==> src/rtl/shift_and_substring_search_unit_macros.svh <==
// assertion macros used by ssu_match_core
// no dependencies; pulled in by `include where assertions are written
`ifndef SHIFT_AND_SUBSTRING_SEARCH_UNIT_MACROS_SVH
`define SHIFT_AND_SUBSTRING_SEARCH_UNIT_MACROS_SVH

// same-cycle implication, disabled during reset
`define SSU_ASSERT_IMPLIES(lbl, clk, rstn, ante, cons, msg) \
    lbl: assert property (@(posedge clk) disable iff (!(rstn)) (ante) |-> (cons)) \
        else $error(msg);

// next-cycle implication, disabled during reset
`define SSU_ASSERT_NEXT(lbl, clk, rstn, ante, cons, msg) \
    lbl: assert property (@(posedge clk) disable iff (!(rstn)) (ante) |=> (cons)) \
        else $error(msg);

`endif

==> src/rtl/ssu_pkg.sv <==
// shared constants, register codes and config struct of the substring search unit
// no dependencies
package ssu_pkg;

    localparam int MAX_PATTERN_DEF    = 16;
    localparam int POSITION_WIDTH_DEF = 16;

    localparam int BYTE_W      = 8;
    localparam int PAT_BYTES   = 16;
    localparam int PAT_W       = PAT_BYTES * BYTE_W;
    localparam int REG_W       = 32;
    localparam int LEN_W       = 5;
    localparam int PADDR_W     = 5;
    localparam int REG_IDX_W   = 3;
    localparam int HIT_START_W = 16;

    localparam logic [REG_IDX_W-1:0] REG_PAT_0_3   = 3'd0;
    localparam logic [REG_IDX_W-1:0] REG_PAT_4_7   = 3'd1;
    localparam logic [REG_IDX_W-1:0] REG_PAT_8_11  = 3'd2;
    localparam logic [REG_IDX_W-1:0] REG_PAT_12_15 = 3'd3;
    localparam logic [REG_IDX_W-1:0] REG_PAT_LEN   = 3'd4;

    localparam logic [LEN_W-1:0] LEN_RESET = 5'd1;

    typedef struct packed {
        logic [PAT_W-1:0] pattern;
        logic [LEN_W-1:0] length;
    } cfg_t;

endpackage

==> src/rtl/shift_and_substring_search_unit.sv <==
// top level of the streaming shift-and substring search unit
// depends on ssu_pkg, ssu_apb_regs and ssu_match_core
//
// usage:
//   configure the pattern through the apb port: four 32-bit words of pattern
//   bytes (byte 0 in the low bits of the first word) and the pattern length
//   at byte address 0x10. a length of zero acts as one, a length above
//   MAX_PATTERN acts as MAX_PATTERN. write configuration only while idle.
//   text bytes arrive on the s_ channel; s_text_start marks the first byte
//   of a new text and clears the match vector, position and first-hit flag.
//   every input transaction yields exactly one result transaction on the m_
//   channel: hit, start position of the occurrence, first-hit flag and the
//   position saturation flag.
//   with m_ready high a byte passes the compare stage register and the
//   result register in that order; one byte is taken per cycle while the
//   receiver does not stall. the search state sits in a one-entry ram read
//   at acceptance and written back when the byte advances; a write at the
//   same edge as the read is bypassed, so back-to-back bytes see fresh state.
//   reset clears the match state, the registers (length 1) and all valid
//   flags. when the receiver stalls, the result register holds and one more
//   byte is buffered in the compare stage before s_ready drops.
module shift_and_substring_search_unit
    import ssu_pkg::*;
#(
    parameter int MAX_PATTERN    = MAX_PATTERN_DEF,
    parameter int POSITION_WIDTH = POSITION_WIDTH_DEF
) (
    input  logic                   aclk,
    input  logic                   aresetn,
    input  logic                   psel,
    input  logic                   penable,
    input  logic                   pwrite,
    input  logic [PADDR_W-1:0]     paddr,
    input  logic [REG_W-1:0]       pwdata,
    output logic [REG_W-1:0]       prdata,
    output logic                   pready,
    input  logic                   s_valid,
    output logic                   s_ready,
    input  logic [BYTE_W-1:0]      s_text_byte,
    input  logic                   s_text_start,
    output logic                   m_valid,
    input  logic                   m_ready,
    output logic                   m_hit,
    output logic [HIT_START_W-1:0] m_hit_start,
    output logic                   m_first_hit,
    output logic                   m_position_saturated
);

    cfg_t cfg;

    ssu_apb_regs u_regs (
        .aclk    (aclk),
        .aresetn (aresetn),
        .psel    (psel),
        .penable (penable),
        .pwrite  (pwrite),
        .paddr   (paddr),
        .pwdata  (pwdata),
        .prdata  (prdata),
        .pready  (pready),
        .cfg     (cfg)
    );

    ssu_match_core #(
        .MAX_PATTERN    (MAX_PATTERN),
        .POSITION_WIDTH (POSITION_WIDTH)
    ) u_core (
        .aclk                 (aclk),
        .aresetn              (aresetn),
        .cfg                  (cfg),
        .s_valid              (s_valid),
        .s_ready              (s_ready),
        .s_text_byte          (s_text_byte),
        .s_text_start         (s_text_start),
        .m_valid              (m_valid),
        .m_ready              (m_ready),
        .m_hit                (m_hit),
        .m_hit_start          (m_hit_start),
        .m_first_hit          (m_first_hit),
        .m_position_saturated (m_position_saturated)
    );

endmodule

==> src/rtl/ssu_ram.sv <==
// generic single-port-write, single-port-read ram with registered read data
// no dependencies
module ssu_ram #(
    parameter int WIDTH = 8,
    parameter int DEPTH = 1,
    parameter int ADDR_W = (DEPTH > 1) ? $clog2(DEPTH) : 1
) (
    input  logic              clk,
    input  logic              wr_en,
    input  logic [ADDR_W-1:0] wr_addr,
    input  logic [WIDTH-1:0]  wr_data,
    input  logic              rd_en,
    input  logic [ADDR_W-1:0] rd_addr,
    output logic [WIDTH-1:0]  rd_data
);

    logic [WIDTH-1:0] mem [DEPTH];
    logic [WIDTH-1:0] rd_data_reg;

    always_ff @(posedge clk) begin
        if (wr_en) begin
            mem[wr_addr] <= wr_data;
        end
        if (rd_en) begin
            rd_data_reg <= mem[rd_addr];
        end
    end

    assign rd_data = rd_data_reg;

endmodule

==> src/rtl/ssu_apb_regs.sv <==
// apb configuration registers: pattern words and pattern length
// depends on ssu_pkg
module ssu_apb_regs
    import ssu_pkg::*;
(
    input  logic               aclk,
    input  logic               aresetn,
    input  logic               psel,
    input  logic               penable,
    input  logic               pwrite,
    input  logic [PADDR_W-1:0] paddr,
    input  logic [REG_W-1:0]   pwdata,
    output logic [REG_W-1:0]   prdata,
    output logic               pready,
    output cfg_t               cfg
);

    logic [REG_W-1:0]     pat_reg [4];
    logic [LEN_W-1:0]     len_reg;
    logic [REG_IDX_W-1:0] reg_idx;
    logic                 wr_stb;

    assign reg_idx = paddr[PADDR_W-1:2];
    assign wr_stb  = psel && penable && pwrite;
    assign pready  = 1'b1;

    always_ff @(posedge aclk) begin
        if (!aresetn) begin
            pat_reg[0] <= '0;
            pat_reg[1] <= '0;
            pat_reg[2] <= '0;
            pat_reg[3] <= '0;
            len_reg    <= LEN_RESET;
        end else if (wr_stb) begin
            unique case (reg_idx)
                REG_PAT_0_3:   pat_reg[0] <= pwdata;
                REG_PAT_4_7:   pat_reg[1] <= pwdata;
                REG_PAT_8_11:  pat_reg[2] <= pwdata;
                REG_PAT_12_15: pat_reg[3] <= pwdata;
                REG_PAT_LEN:   len_reg    <= pwdata[LEN_W-1:0];
                default: ;
            endcase
        end
    end

    always_comb begin
        unique case (reg_idx)
            REG_PAT_0_3:   prdata = pat_reg[0];
            REG_PAT_4_7:   prdata = pat_reg[1];
            REG_PAT_8_11:  prdata = pat_reg[2];
            REG_PAT_12_15: prdata = pat_reg[3];
            REG_PAT_LEN:   prdata = REG_W'(len_reg);
            default:       prdata = '0;
        endcase
    end

    assign cfg.pattern = {pat_reg[3], pat_reg[2], pat_reg[1], pat_reg[0]};
    assign cfg.length  = len_reg;

endmodule

==> src/rtl/ssu_match_core.sv <==
// match pipeline: byte compare stage with state read-modify-write, then result register
// depends on ssu_pkg, ssu_ram and the assertion macro header
`include "shift_and_substring_search_unit_macros.svh"

module ssu_match_core
    import ssu_pkg::*;
#(
    parameter int MAX_PATTERN    = MAX_PATTERN_DEF,
    parameter int POSITION_WIDTH = POSITION_WIDTH_DEF
) (
    input  logic                   aclk,
    input  logic                   aresetn,
    input  cfg_t                   cfg,
    input  logic                   s_valid,
    output logic                   s_ready,
    input  logic [BYTE_W-1:0]      s_text_byte,
    input  logic                   s_text_start,
    output logic                   m_valid,
    input  logic                   m_ready,
    output logic                   m_hit,
    output logic [HIT_START_W-1:0] m_hit_start,
    output logic                   m_first_hit,
    output logic                   m_position_saturated
);

    // state word: {found, position, match vector}
    localparam int ST_W   = MAX_PATTERN + POSITION_WIDTH + 1;
    localparam int VEC_LO = 0;
    localparam int POS_LO = MAX_PATTERN;
    localparam int FND_B  = MAX_PATTERN + POSITION_WIDTH;

    // compare stage
    logic                   s1_valid_reg;
    logic [MAX_PATTERN-1:0] s1_mask_reg;
    logic                   s1_start_reg;
    logic                   fwd_sel_reg;
    logic [ST_W-1:0]        fwd_data_reg;
    logic                   st_valid_reg;
    logic [MAX_PATTERN-1:0] mask_next;

    // update stage
    logic                   accept;
    logic                   advance;
    logic [ST_W-1:0]        ram_rd_data;
    logic [ST_W-1:0]        st_cur;
    logic [ST_W-1:0]        st_new;
    logic [MAX_PATTERN-1:0] vec_cur;
    logic [MAX_PATTERN-1:0] vec_new;
    logic [MAX_PATTERN-1:0] vec_shr;
    logic [POSITION_WIDTH-1:0] pos_cur;
    logic [POSITION_WIDTH-1:0] pos_new;
    logic                   found_cur;
    logic [LEN_W-1:0]       len_eff;
    logic [LEN_W-1:0]       len_m1;
    logic                   hit;
    logic                   sat;
    logic [POSITION_WIDTH:0] pos_p1;
    logic [POSITION_WIDTH:0] hs_full;

    // result register
    logic                   m_valid_reg;
    logic                   m_hit_reg;
    logic [HIT_START_W-1:0] m_hit_start_reg;
    logic                   m_first_hit_reg;
    logic                   m_sat_reg;

    assign advance = s1_valid_reg && (!m_valid_reg || m_ready);
    assign s_ready = !s1_valid_reg || advance;
    assign accept  = s_valid && s_ready;

    always_comb begin
        for (int k = 0; k < MAX_PATTERN; k++) begin
            mask_next[k] = (cfg.pattern[k*BYTE_W +: BYTE_W] == s_text_byte);
        end
    end

    ssu_ram #(
        .WIDTH (ST_W),
        .DEPTH (1)
    ) u_state_ram (
        .clk     (aclk),
        .wr_en   (advance),
        .wr_addr ('0),
        .wr_data (st_new),
        .rd_en   (accept),
        .rd_addr ('0),
        .rd_data (ram_rd_data)
    );

    // current state: text start, bypass of a same-edge write, stored word, reset value
    always_comb begin
        if (s1_start_reg) begin
            st_cur = '0;
        end else if (fwd_sel_reg) begin
            st_cur = fwd_data_reg;
        end else if (st_valid_reg) begin
            st_cur = ram_rd_data;
        end else begin
            st_cur = '0;
        end
    end

    assign vec_cur   = st_cur[VEC_LO +: MAX_PATTERN];
    assign pos_cur   = st_cur[POS_LO +: POSITION_WIDTH];
    assign found_cur = st_cur[FND_B];

    always_comb begin
        if (cfg.length == '0) begin
            len_eff = LEN_W'(1);
        end else if (cfg.length > LEN_W'(MAX_PATTERN)) begin
            len_eff = LEN_W'(MAX_PATTERN);
        end else begin
            len_eff = cfg.length;
        end
    end

    assign len_m1  = len_eff - LEN_W'(1);
    assign vec_new = ((vec_cur << 1) | MAX_PATTERN'(1)) & s1_mask_reg;
    assign vec_shr = vec_new >> len_m1;
    assign hit     = vec_shr[0];
    assign sat     = &pos_cur;
    assign pos_new = sat ? pos_cur : pos_cur + POSITION_WIDTH'(1);
    assign pos_p1  = {1'b0, pos_cur} + (POSITION_WIDTH+1)'(1);

    always_comb begin
        if (!hit) begin
            hs_full = '0;
        end else if (pos_p1 >= (POSITION_WIDTH+1)'(len_eff)) begin
            hs_full = pos_p1 - (POSITION_WIDTH+1)'(len_eff);
        end else begin
            hs_full = '0;
        end
    end

    assign st_new = {found_cur | hit, pos_new, vec_new};

    always_ff @(posedge aclk) begin
        if (!aresetn) begin
            s1_valid_reg <= 1'b0;
            st_valid_reg <= 1'b0;
            m_valid_reg  <= 1'b0;
        end else begin
            if (accept) begin
                s1_valid_reg <= 1'b1;
            end else if (advance) begin
                s1_valid_reg <= 1'b0;
            end
            if (advance) begin
                st_valid_reg <= 1'b1;
            end
            if (advance) begin
                m_valid_reg <= 1'b1;
            end else if (m_ready) begin
                m_valid_reg <= 1'b0;
            end
        end
        if (accept) begin
            s1_mask_reg  <= mask_next;
            s1_start_reg <= s_text_start;
            fwd_sel_reg  <= advance;
            fwd_data_reg <= st_new;
        end
        if (advance) begin
            m_hit_reg       <= hit;
            m_hit_start_reg <= HIT_START_W'(hs_full[POSITION_WIDTH-1:0]);
            m_first_hit_reg <= hit && !found_cur;
            m_sat_reg       <= sat;
        end
    end

    assign m_valid              = m_valid_reg;
    assign m_hit                = m_hit_reg;
    assign m_hit_start          = m_hit_start_reg;
    assign m_first_hit          = m_first_hit_reg;
    assign m_position_saturated = m_sat_reg;

    `SSU_ASSERT_IMPLIES(a_first_needs_hit, aclk, aresetn, m_valid && m_first_hit, m_hit, "first hit without hit")
    `SSU_ASSERT_IMPLIES(a_no_hit_zero_start, aclk, aresetn, m_valid && !m_hit, m_hit_start == '0, "hit_start nonzero without hit")
    `SSU_ASSERT_NEXT(a_stage_holds, aclk, aresetn, s1_valid_reg && !advance, s1_valid_reg, "compare stage dropped a transaction")
    `SSU_ASSERT_NEXT(a_write_marks_state, aclk, aresetn, advance, st_valid_reg && m_valid_reg, "state write without result")

endmodule
==> config.mk <==
export PLATFORM = sky130hd
export DESIGN_NAME = shift_and_substring_search_unit
export DESIGN_NICKNAME = d
export VERILOG_FILES = /design/src/rtl/ssu_pkg.sv /design/src/rtl/shift_and_substring_search_unit.sv /design/src/rtl/ssu_ram.sv /design/src/rtl/ssu_apb_regs.sv /design/src/rtl/ssu_match_core.sv
export VERILOG_INCLUDE_DIRS = /design/src /design/src/rtl
export SDC_FILE = /design/constraint.sdc
export NUM_CORES = 1
export LEC_CHECK = 0
export ABC_AREA = 1
export BUFFER_PORTS_ARGS = -buffer_cell sky130_fd_sc_hd__buf_2
export CAP_MARGIN = 15
export CORE_ASPECT_RATIO = 1.5
export CORE_UTILIZATION = 59
export CTS_CLUSTER_DIAMETER = 60
export DETAILED_ROUTE_END_ITERATION = 8
export GPL_TIMING_DRIVEN = 1
export PLACE_DENSITY = 0.79
export SLEW_MARGIN = 20
export SYNTH_ARGS = -nofsm -noshare
export SYNTH_HDL_FRONTEND = slang
export SYNTH_SLANG_ARGS = --single-unit
==> constraint.sdc <==
create_clock -name aclk -period 4.6 [get_ports aclk]
set_input_delay 0.69 -clock aclk [delete_from_list [all_inputs] [get_ports aclk]]
set_output_delay 0.69 -clock aclk [all_outputs]
set_load 0.03 [all_outputs]
After elaboration in Yosys (flattened, before gate mapping)
Memory sizes are Yosys's and may differ from the RTL's. A register that Yosys moved wholly into a read port is not among the register bits.
Index checks and enable logic that the tools add are counted.
{"block": "word_totals", "output_inout_bits": 54, "in_bits": 53, "elab_cells": 98, "mem_bits_rw": 161, "latchBits": 0, "register_bits": 78, "romBits": 0, "n_memories": 2}
{"memory": "u_regs.pat_reg", "words": 4, "width": 32, "rd": 4, "rd_clocked_by_memory_dff": 0, "wr": 4, "line": "ssu_apb_regs.sv:18", "rtl": "logic [REG_W-1:0] pat_reg [4];"}
{"memory": "u_core.u_state_ram.mem", "words": 1, "width": 33, "rd": 1, "rd_clocked_by_memory_dff": 1, "wr": 1, "line": "ssu_ram.sv:17", "rtl": "logic [WIDTH-1:0] mem [DEPTH];"}
{"block": "op_classes", "n_mux": 34, "mul": 0, "n_eq_ne": 20, "n_reduce_logical": 17, "bitwise_logic": 6, "n_shift": 1, "n_div": 0, "add_sub_neg": 4, "magnitude_cmp": 2}
{"operator": "$pmux 32 s5", "n": 1}
{"operator": "$eq 8x8->1", "n": 16}
{"operator": "$mux 32", "n": 4}
{"operator": "$mux 33", "n": 3}
{"operator": "$mux 1", "n": 23}
{"operator": "$add 16x1->17 const B", "n": 1}
{"operator": "$ge 17x5->1", "n": 1}
{"operator": "$add 16x1->16 const B", "n": 1}
{"operator": "$and 16x16->16", "n": 1}
{"operator": "$mux 16", "n": 1}
{"operator": "$reduce_and 16->1", "n": 1}
{"operator": "$shr 16x5->1", "n": 1}
{"operator": "$sub 16x5->16", "n": 1}
{"operator": "$mux 5", "n": 2}
{"operator": "$eq 3x2->1 const B", "n": 2}
{"operator": "$gt 5x5->1 const B", "n": 1}
{"operator": "$logic_and 1x1->1", "n": 5}
{"operator": "$logic_not 5->1", "n": 1}
{"operator": "$or 1x1->1", "n": 5}
{"operator": "$sub 5x1->5 const B", "n": 1}
{"operator": "$reduce_and 2->1", "n": 2}
{"operator": "$reduce_bool 2->1", "n": 2}
{"operator": "$eq 3x1->1 const B", "n": 1}
{"operator": "$eq 3x3->1 const B", "n": 1}
{"operator": "other kinds (3)", "n": 6}

Logic depth before layout (Yosys ltp)
Gate-level depths: netlist of the first run.
{"block": "logic_depth", "word_depth": 6, "ltp_mapped": 24, "mapped_depth_nobuf": 23}

Cells and area by module
From an unflattened synthesis of the first run, not the netlist that was laid out.
{"block": "unflattened", "cells_unflattened": 1473, "area_unflattened_um2": 14278.7}
{"module": "ssu_match_core", "seq_area_each_um2": 2132.0, "cells_each": 771, "instances": 1, "area_each_um2": 6259.8}
{"module": "ssu_apb_regs", "seq_area_each_um2": 3943.8, "cells_each": 636, "instances": 1, "area_each_um2": 6037.0}
{"module": "ssu_ram", "seq_area_each_um2": 1981.9, "cells_each": 66, "instances": 1, "area_each_um2": 1981.9}

Worst setup path after synthesis of the first run
No wires, ideal clock.
{"block": "synth_timing", "kind": "input-to-reg", "start": "input port paddr[3]", "end": "memory u_regs.pat_reg[3][0] (enable)", "path_stages": 5, "setup_slack_ps": 362, "required_time_ps": 4134, "n_path_buf": 1, "t_arrival_ps": 3772, "setup_time_ps": 466, "path_cell_list": "inv_1 > nor3_1 > clkbuf_1 > inv_1 > o21ai_0"}
{"item": "from (decl)", "line": "shift_and_substring_search_unit.sv:33", "rtl": "input logic [PADDR_W-1:0] paddr,"}
{"item": "to (decl)", "line": "ssu_apb_regs.sv:18"}

Final worst setup path of the first run
{"block": "layout_timing", "start": "register u_core.s1_start_reg", "end": "register u_core.m_hit_start_reg[4], in the netlist u_core.m_hit_start[4], data pin"}
{"block": "layout_between", "elab_chain_len": 4, "word_cells_on_any_way": 7, "classes_between": "add/sub (2); order compare (1); shift (1); mux (1); bitwise (1); reduce/logical (1)"}
{"item": "from (decl)", "line": "ssu_match_core.sv:35", "rtl": "logic s1_start_reg;"}
{"item": "from (signal assigned)", "line": "ssu_match_core.sv:159", "rtl": "s1_start_reg <= s_text_start;"}
{"item": "$mux 33 (*)", "line": "ssu_match_core.sv:92", "rtl": "if (s1_start_reg) begin"}
{"item": "$add 16x1->17 or $and 16x16->16 (tied branches)", "line": "ssu_match_core.sv:123, ssu_match_core.sv:118"}
{"item": "$ge 17x5->1 or $shr 16x5->1 (tied branches)", "line": "ssu_match_core.sv:128, ssu_match_core.sv:119"}
{"item": "$reduce_and 2->1 (no line)"}
{"item": "to (signal assigned)", "line": "ssu_match_core.sv:165", "rtl": "m_hit_start_reg <= HIT_START_W'(hs_full[POSITION_WIDTH-1:0]);"}
{"item": "to (decl)", "line": "ssu_match_core.sv:63", "rtl": "logic [HIT_START_W-1:0] m_hit_start_reg;"}
Every way passes the cells marked *; elsewhere a longest branch is shown, timed or not.
A chain may end at the register's enable or synchronous reset.

==> flow_summary.toml, run 1 <==
[outcome]
status = "complete, no violations"

[synthesis]
ys_seq_area_share_pct = 59.1
syn_area_um2 = 13500
async_flop_share_pct = 0
synth_top_family_by_area = "simple AND/OR/NAND/NOR gates"
synth_edf_count = 261
synthSimpleGateAreaFrac_pct = 23.8
syn_avg_cell_area_um2 = 9.73
synth_ff_type = "edfxtp_1"
synth_nets = 1452
yosysWarnings = 0
synth_seq_cells = 269
synth_mux_area_share_pct = 0
synth_xor_area_share_pct = 8.08
synth_cell_types = 42
synth-compound-area-share_pct = 2.77
syn_inst = 1392
synthAdderAreaFrac_pct = 0.702

[pwr]
p_leak_nw = 6.21
irDropWorstVdd_uv = 348
cellPowerDensity_nw_per_um2 = 368

[setup_path]
worstPathMaxFanout = 17
crit_family = "simple AND/OR/NAND/NOR gates"
path_class = "flip-flop to flip-flop"
start_kind = "flip-flop"
slowest_stage = "edfxtp_1"
arrival_ns = 4.11
max_stage_delay_ns = 0.47
path_cells = "inv_1 -> buf_4 -> nand2_1 -> inv_1 -> ha_1 -> nand2_1 -> nand2_1 -> inv_1 -> ha_1 -> nand2_1 -> nor2_1 -> a211oi_1 -> nor2_1 -> inv_1 -> nor2_1 -> nor2_1 -> nand3_1 -> nor2_2 -> nand2_2 -> nand2_4 -> nor2_1"
path_common_cell = "nor2_1"
endpoint_kind = "flip-flop"
crit_required_ns = 4.88
cp_num_buf_inv = 5

[route]
first_iter_violations = 814
drc = 0
num_vias = 10028
postRouteAntennaNets = 0
detail_route.wl_per_cell_um = 18.2
firstDrtPassIters = 6
routed_via_density = 5.64
finalWirelength_um = 32400

[placed_design]
dpl.hpwl_um = 22600
post-place-ws_ns = 0.796
io_buffer_count = 103
gp_congestion = 0.931

[sta]
grt_setup_unrepaired = "no"
final.setup.worst_slack_ns = 0.773
final-setup-viol-count = 0
tightest_slew_ns = 1.01
min_period_ns = 3.83
finalCritPeriodShare_pct = 83.2
max_freq_mhz = 261
fin_worst_skew_ns = 0.0188
tns_ns = 0
final_hold_viol_count = 0
relSlewSlack_pct = 33.0
drv_slew = 0

[global_routing]
grt_pass1_wl_um = 50700
first_global_vias = 10139
antenna_found_initial = 0
grt-ovfl-total = 0
grt_usage_pct = 28.0
grt_max_degree = 59

[layout]
area_growth_pct = 11.1
diodes = 0
nNetsFinal = 1543
largest_register_ffs = 128
postLayoutCoreUtil_pct = 67.0
final_common_cell = "nand2_1"
fill_cells = 1746
final_cell_mix = "nand2_1 (358), edfxtp_1 (261), nor2_1 (191)"
drive_gt1_share_pct = 13.9

[die]
dieWidth_um = 126
initial_utilization_pct = 60.3
die_h_um = 188
dieArea_um2 = 23600
num_io_pins = 107
core_area_um2 = 22500
rows = 67

[clock_tree]
cts_inserted_buffers = 25
cts_tree = "yes"
postCtsHoldBufs = 0
cts_buffer_depth = 3
clkLatencyLatePin_ns = 0.53
clkSlewWorstSetupHoldPaths_ns = 0.07
cts_setup_buffers = 0
cts_root_buffer = "clkbuf_16"
clock-sinks = 269
htreeDepth = 1
ctsResizeCount = 0

[worst_hold_path]
hold_class = "input port to flip-flop"

[flow_run]
max_cap_viol_count = 0
==> Yosys cell counts, types with 6 or more instances <==
cell type / count / area (µm²)
nor2_1: 191 / 717
clkbuf_1: 42 / 158
xnor2_1: 107 / 937
ha_1: 6 / 75.1
nand2_1: 358 / 1340
edfxtp_1: 261 / 7840
inv_1: 122 / 458
nand2_2: 6 / 37.5
buf_4: 8 / 60.1
dfxtp_1: 8 / 160
a21oi_1: 18 / 90.1
or2_2: 7 / 43.8
xor2_1: 18 / 158
nor2_2: 16 / 100
o21ai_0: 23 / 115
nand3_1: 83 / 415
nand4_1: 59 / 369
nor4_1: 7 / 43.8
==> metal layers <==
metal,global-route usage (%),part of all wire (%)
met1,29.1,35
met2,52.3,54
met3,3.02,5.3
met4,19.6,6.2
met5,0,0
==> final cells by class <==
type | count | area [µm²] | area share, %
Clock buffer | 31 | 648 | 4.31
Tap cell | 276 | 345 | 2.29
Sequential cell | 269 | 8000 | 53.1
Multi-Input combinational cell | 936 | 4810 | 32.0
Inverter | 129 | 487 | 3.23
Clock inverter | 15 | 104 | 0.690
Timing Repair Buffer | 122 | 658 | 4.37
==> power breakdown <==
part           switching [mW]  internal (mW)  total [mW]  leakage (nW)
combinational           0.476          0.218       0.694          3.24
clock                   0.878           1.06        1.94         0.371
sequential             0.0699           2.83        2.90          2.60
total                    1.42           4.11        5.53          6.21
==> path summary, 6_finish.rpt <==
check / cells after the start / startpoint / to / slack, ns
worst max-delay path: 21 / u_core.s1_start_reg / u_core.m_hit_start[4] / 0.77
worst min-delay path: 1 / s_text_start / u_core.s1_start_reg / 0.36
worst max register to register: 21 / u_core.s1_start_reg / u_core.m_hit_start[4] / 0.77
worst min register to register: 0 / u_core.u_state_ram.mem[0][30] / u_core.u_state_ram.rd_data[30] / 0.42
==> worst register-to-register path, stage by stage, from the launching register on <==
cell	delay, ns
edfxtp_1	0.47
inv_1	0.11
buf_4	0.24
nand2_1	0.14
inv_1	0.20
ha_1	0.25
nand2_1	0.12
nand2_1	0.13
inv_1	0.06
ha_1	0.35
nand2_1	0.08
nor2_1	0.04
a211oi_1	0.35
nor2_1	0.11
inv_1	0.07
nor2_1	0.04
nor2_1	0.18
nand3_1	0.17
nor2_2	0.12
nand2_2	0.07
nand2_4	0.19
nor2_1	0.08
==> logic make-up after synthesis <==
family,Yosys count
and+or+nand+nor,742
AOI/OAI and AO/OA,61
DFF,269
other,1
adders and majority gates,7
xor gates and xnor gates,125
buffers and inverters,187
==> stage by stage <==
| stage | hold slack, ns | area, µm² | power [mW] | cells |
|---|---|---|---|---|
| 2_1_floorplan | 0.400 | 13500 | 3.44 | 1392 |
| 3_3_place_gp | 0.402 | 14300 | 3.62 | 1732 |
| 3_5_place_dp | 0.405 | 14300 | 3.64 | 1732 |
| 4_1_cts | 0.340 | 15000 | 5.56 | 1778 |
| 5_1_grt | 0.337 | 15100 | 5.73 | 1778 |
| 6_report | 0.364 | 15100 | 5.53 | 1778 |
Power figures use the tool's default switching activity.
==> run 2: changes to the inputs <==
CORE_UTILIZATION = 55   (was 59)
PLACE_DENSITY = 0.77   (was 0.79)
clock period = 3.5 ns   (was 4.6 ns; I/O delays follow)
==> flow_summary.toml, run 2 (same netlist as run 1, synthesis figures left out) <==
[clock_tree]
htreeDepth = 1
postCtsHoldBufs = 0
cts_root_buffer = "clkbuf_16"
cts_buffer_depth = 3
clkLatencyLatePin_ns = 0.53
clock-sinks = 269
clkSlewWorstSetupHoldPaths_ns = 0.06
cts_tree = "yes"
cts_inserted_buffers = 24

[global_routing]
first_global_vias = 10145
grt-ovfl-total = 0
grt_max_degree = 53
antenna_found_initial = 0
grt_pass1_wl_um = 51100
grt_usage_pct = 26.9

[outcome]
status = "complete, no violations"

[setup_path]
arrival_ns = 3.45
crit_family = "simple AND/OR/NAND/NOR gates"
worstPathMaxFanout = 16
start_kind = "flip-flop"
max_stage_delay_ns = 0.46
crit_required_ns = 3.77
path_cells = "buf_4 -> nand2_1 -> nand2_1 -> nor2_2 -> ha_2 -> nand2_1 -> nor2_4 -> xnor2_1 -> ha_1 -> inv_1 -> nor2_1 -> inv_1 -> nor2_1 -> nor2_2 -> nand3_1 -> nor2_2 -> nand2_2 -> nand2_8 -> nor2_1"
endpoint_kind = "flip-flop"
path_class = "flip-flop to flip-flop"
slowest_stage = "edfxtp_1"
cp_num_buf_inv = 3

[flow_run]
max_cap_viol_count = 0

[pwr]
p_leak_nw = 6.28
fin_total_pwr_mw = 7.39
cellPowerDensity_nw_per_um2 = 484
irDropWorstVdd_uv = 493

[layout]
drive_gt1_share_pct = 14.7
final_common_cell = "nand2_1"
ff_latch_area_um2 = 8000
postLayoutCoreUtil_pct = 62.9
area_growth_pct = 12.7
fill_cells = 1978
diodes = 0
multi_input_area_um2 = 4830
nNetsFinal = 1552
final_cell_mix = "nand2_1 (358), edfxtp_1 (261), nor2_1 (190)"
largest_register_ffs = 128

[sta]
final-setup-viol-count = 0
finalCritPeriodShare_pct = 90.9
final_hold_viol_count = 0
max_freq_mhz = 314
drv_slew = 0
relSlewSlack_pct = 53.3
holdWs_ns = 0.217
tns_ns = 0
tightest_slew_ns = 0.701
fin_worst_skew_ns = 0.0166
min_period_ns = 3.18

[die]
die_h_um = 194
dieArea_um2 = 25300
num_io_pins = 107
initial_utilization_pct = 55.8
dieWidth_um = 130
rows = 70
core_area_um2 = 24300

[route]
drc = 0
postRouteAntennaNets = 0
routed_via_density = 5.49
first_iter_violations = 581
firstDrtPassIters = 6
num_vias = 10073
finalWirelength_um = 32800
detail_route.wl_per_cell_um = 17.9

[placed_design]
gp_congestion = 0.947
io_buffer_count = 103
dpl.hpwl_um = 23000

[worst_hold_path]
hold_class = "input port to flip-flop"
## run 2: cell types whose count changed in the layout (fill, tap and decap cells not counted), sizes merged
cell,previous run,this run
clkinvlp,0,2
bufinv,1,3
clkinv,16,10
inv,127,126
clkbuf,31,32
buf,122,132
## run 2: cell type report
class	count	share of cell area, %
well taps	324	2.66
repair buffers	132	4.97
clock buffers	32	4.27
flip-flops and latches	269	52.4
inverters	129	3.18
clock inverters	12	0.885
multi-input cells	936	31.7
## run 2: layer usage
layer / track usage (%) / share of wire [%]
met4: 15.4 / 5.6
met1: 26.9 / 34
met3: 3.17 / 5.6
met2: 51.6 / 55
met5: 0 / 0
## run 2: worst paths after layout
kind | from | endpoint | slack [ns] | cells past startpoint
hold reg to reg | u_core.u_state_ram.mem[0][1] | u_core.u_state_ram.rd_data[1] | 0.42 | 0
setup reg to reg | u_core.fwd_sel_reg | u_core.m_hit_start[2] | 0.32 | 19
setup / recovery | u_core.fwd_sel_reg | u_core.m_hit_start[2] | 0.32 | 19
hold / removal | s_text_start | u_core.s1_start_reg | 0.22 | 1
## run 2: timing repair
item                       4_1_cts  5_1_grt
setup buffers                    0        2
setup endpoints to repair        0       16
resized for setup                0        5
## run 2: through the flow
stage	area, µm²	cells	worst slack [ns]
floorplan	13500	1392	0.291
global placement	14400	1788	0.296
detailed placement	14400	1788	0.200
CTS	15200	1832	0.170
global route	15300	1834	-0.0117
finish	15300	1834	0.318
## run 2: report_power, final
group | switching [mW] | internal (mW) | total (mW) | leakage (nW)
clock network | 1.11 | 1.53 | 2.64 | 0.377
logic | 0.636 | 0.303 | 0.939 | 3.30
registers | 0.0875 | 3.72 | 3.81 | 2.60
==> run 3: changes to the inputs <==
ABC_AREA = not set   (was 1)
==> flow_summary.toml, run 3 <==
[route]
drc = 0
firstDrtPassIters = 5
finalWirelength_um = 30900
routed_via_density = 5.80
num_vias = 8855
postRouteAntennaNets = 0
detail_route.wl_per_cell_um = 20.2
first_iter_violations = 599

[sta]
tns_ns = -0.0865
finalCritPeriodShare_pct = 101
final-setup-viol-count = 8
grt_setup_unrepaired = "yes"
final.setup.worst_slack_ns = -0.0382
holdWs_ns = 0.164
min_period_ns = 3.54
max_freq_mhz = 283
drv_slew = 0
tightest_slew_ns = 0.807
fin_worst_skew_ns = 0.0109
final_hold_viol_count = 0
relSlewSlack_pct = 46.0

[synthesis]
syn_inst = 1072
ys_top_cells_by_area = "edfxtp_1 (59%), xnor2_1 (9.1%), and2_1 (6.2%), a22oi_1 (3.6%), nand2_1 (2.1%)"
syn_area_um2 = 13300
yosys.area.top_type = "edfxtp_1"
synth_cell_types = 59
yosysWarnings = 0
synth_common_cells = "edfxtp_1 (261), xnor2_1 (138), and2_1 (133)"
synth_ff_type = "edfxtp_1"
synth_nets = 1132
synth_top_area_share_pct = 58.9
async_flop_share_pct = 0
syn_avg_cell_area_um2 = 12.4
ys_seq_area_share_pct = 60.1
synth_seq_cells = 269
synth_edf_count = 261
yosys.cell_count.top_type = "edfxtp_1"

[layout]
area_growth_pct = 15.9
drive_gt1_share_pct = 20.3
fin_area_um2 = 15400
largest_register_ffs = 128
nNetsFinal = 1251
final_cell_mix = "edfxtp_1 (261), xnor2_1 (137), and2_1 (132)"
postLayoutCoreUtil_pct = 65.0
diodes = 0
final_cells = 1528
final_common_cell = "edfxtp_1"

[global_routing]
antenna_found_initial = 0
first_global_vias = 8867
grt_max_degree = 53
grt-ovfl-total = 0
grt_usage_pct = 25.3
grt_pass1_wl_um = 46800

[pwr]
pwr-share-seq_pct = 50.4
p_sw_share_pct = 23.6
internal_power_mw = 5.78
irDropWorstVdd_uv = 455
cellPowerDensity_nw_per_um2 = 490
p_leak_nw = 5.59
fin_total_pwr_mw = 7.56
power.switching_mw = 1.78
pwr-share-comb_pct = 11.8
clkPwrFrac_pct = 37.8

[clock_tree]
htreeDepth = 1
clkSlewWorstSetupHoldPaths_ns = 0.06
cts_buffer_depth = 3
clkLatencyLatePin_ns = 0.53
cts_tree = "yes"
cts_root_buffer = "clkbuf_16"
postCtsHoldBufs = 0
clock-sinks = 269
cts_inserted_buffers = 26

[placed_design]
place_area_um2 = 14400
dpl.hpwl_um = 20400
io_buffer_count = 103
post-place-ws_ns = 0.0368
gp_congestion = 0.870
placed_cells = 1477

[die]
dieWidth_um = 129
num_io_pins = 107
die_h_um = 193
initial_utilization_pct = 56.1
dieArea_um2 = 24900
rows = 69
core_area_um2 = 23700

[worst_hold_path]
hold_class = "input port to flip-flop"

[outcome]
status = "finished, violations left"
violations = "setup timing"

[setup_path]
path_class = "flip-flop to flip-flop"
endpoint_kind = "flip-flop"
arrival_ns = 3.92
start_kind = "flip-flop"
crit_required_ns = 3.88
worstPathMaxFanout = 8

[flow_run]
max_cap_viol_count = 0
-- run 3: timing repair --
item                       4_1_cts  5_1_grt
setup buffers                    0        4
resized for setup                0       21
setup endpoints to repair        0       16
-- run 3: logic make-up after synthesis --
logic type | share of synthesized area [%]
and+or+nand+nor | 16.8
DFF | 60.1
xor gates and xnor gates | 9.80
AOI/OAI and AO/OA | 7.76
buffers and inverters | 2.54
muxes | 2.27
adders and majority gates | 0.714
other | 0.0282
-- run 3: path summary, 6_finish.rpt --
check | to | from | slack (ns) | cells after the start
max | u_core.m_hit_start[10] | u_core.fwd_sel_reg | -0.04 | 15
min | u_core.s1_start_reg | s_text_start | 0.16 | 1
max reg2reg | u_core.m_hit_start[10] | u_core.fwd_sel_reg | -0.04 | 15
min reg2reg | u_core.u_state_ram.rd_data[2] | u_core.u_state_ram.mem[0][2] | 0.42 | 0
-- run 3: per-layer routing --
| metal | track usage [%] | vias up | share of wire [%] |
|---|---|---|---|
| met5 | 0 | - | 0 |
| met4 | 12.2 | 0 | 4.1 |
| met3 | 2.47 | 95 | 4.3 |
| met2 | 49.4 | 298 | 56 |
| met1 | 26.8 | 4332 | 36 |
| li1 | - | 4130 | - |
-- run 3: area by class of cell --
cell class / instances / area, µm²
Tap cell: 319 / 399
Inverter: 13 / 48.8
Clock buffer: 37 / 763
Fill cell: 1756 / 8310
Clock inverter: 9 / 116
Sequential cell: 269 / 8000
Multi-Input combinational cell: 728 / 5180
Timing Repair Buffer: 153 / 927
-- run 3: power groups by stage --
stage	Sequential (mW)	Clock (mW)	Combinational, mW
finish	3.81	2.86	0.892
global placement	3.86	0	0.837
detailed placement	3.87	0	0.851
global route	3.82	3.01	0.958
CTS	3.81	2.89	0.855
floorplan	3.88	0	0.567
-- run 3: critical path, stage by stage (launching register included) --
cell,delay [ns]
edfxtp_1,0.51
nor2b_4,0.16
a22oi_2,0.07
nor2_2,0.11
ha_2,0.21
inv_2,0.04
a221o_1,0.30
xor2_1,0.21
nor2_1,0.07
ha_1,0.30
nor2b_4,0.20
a22oi_2,0.10
o211ai_1,0.41
nor2_2,0.13
a41o_2,0.40
a21oi_1,0.15
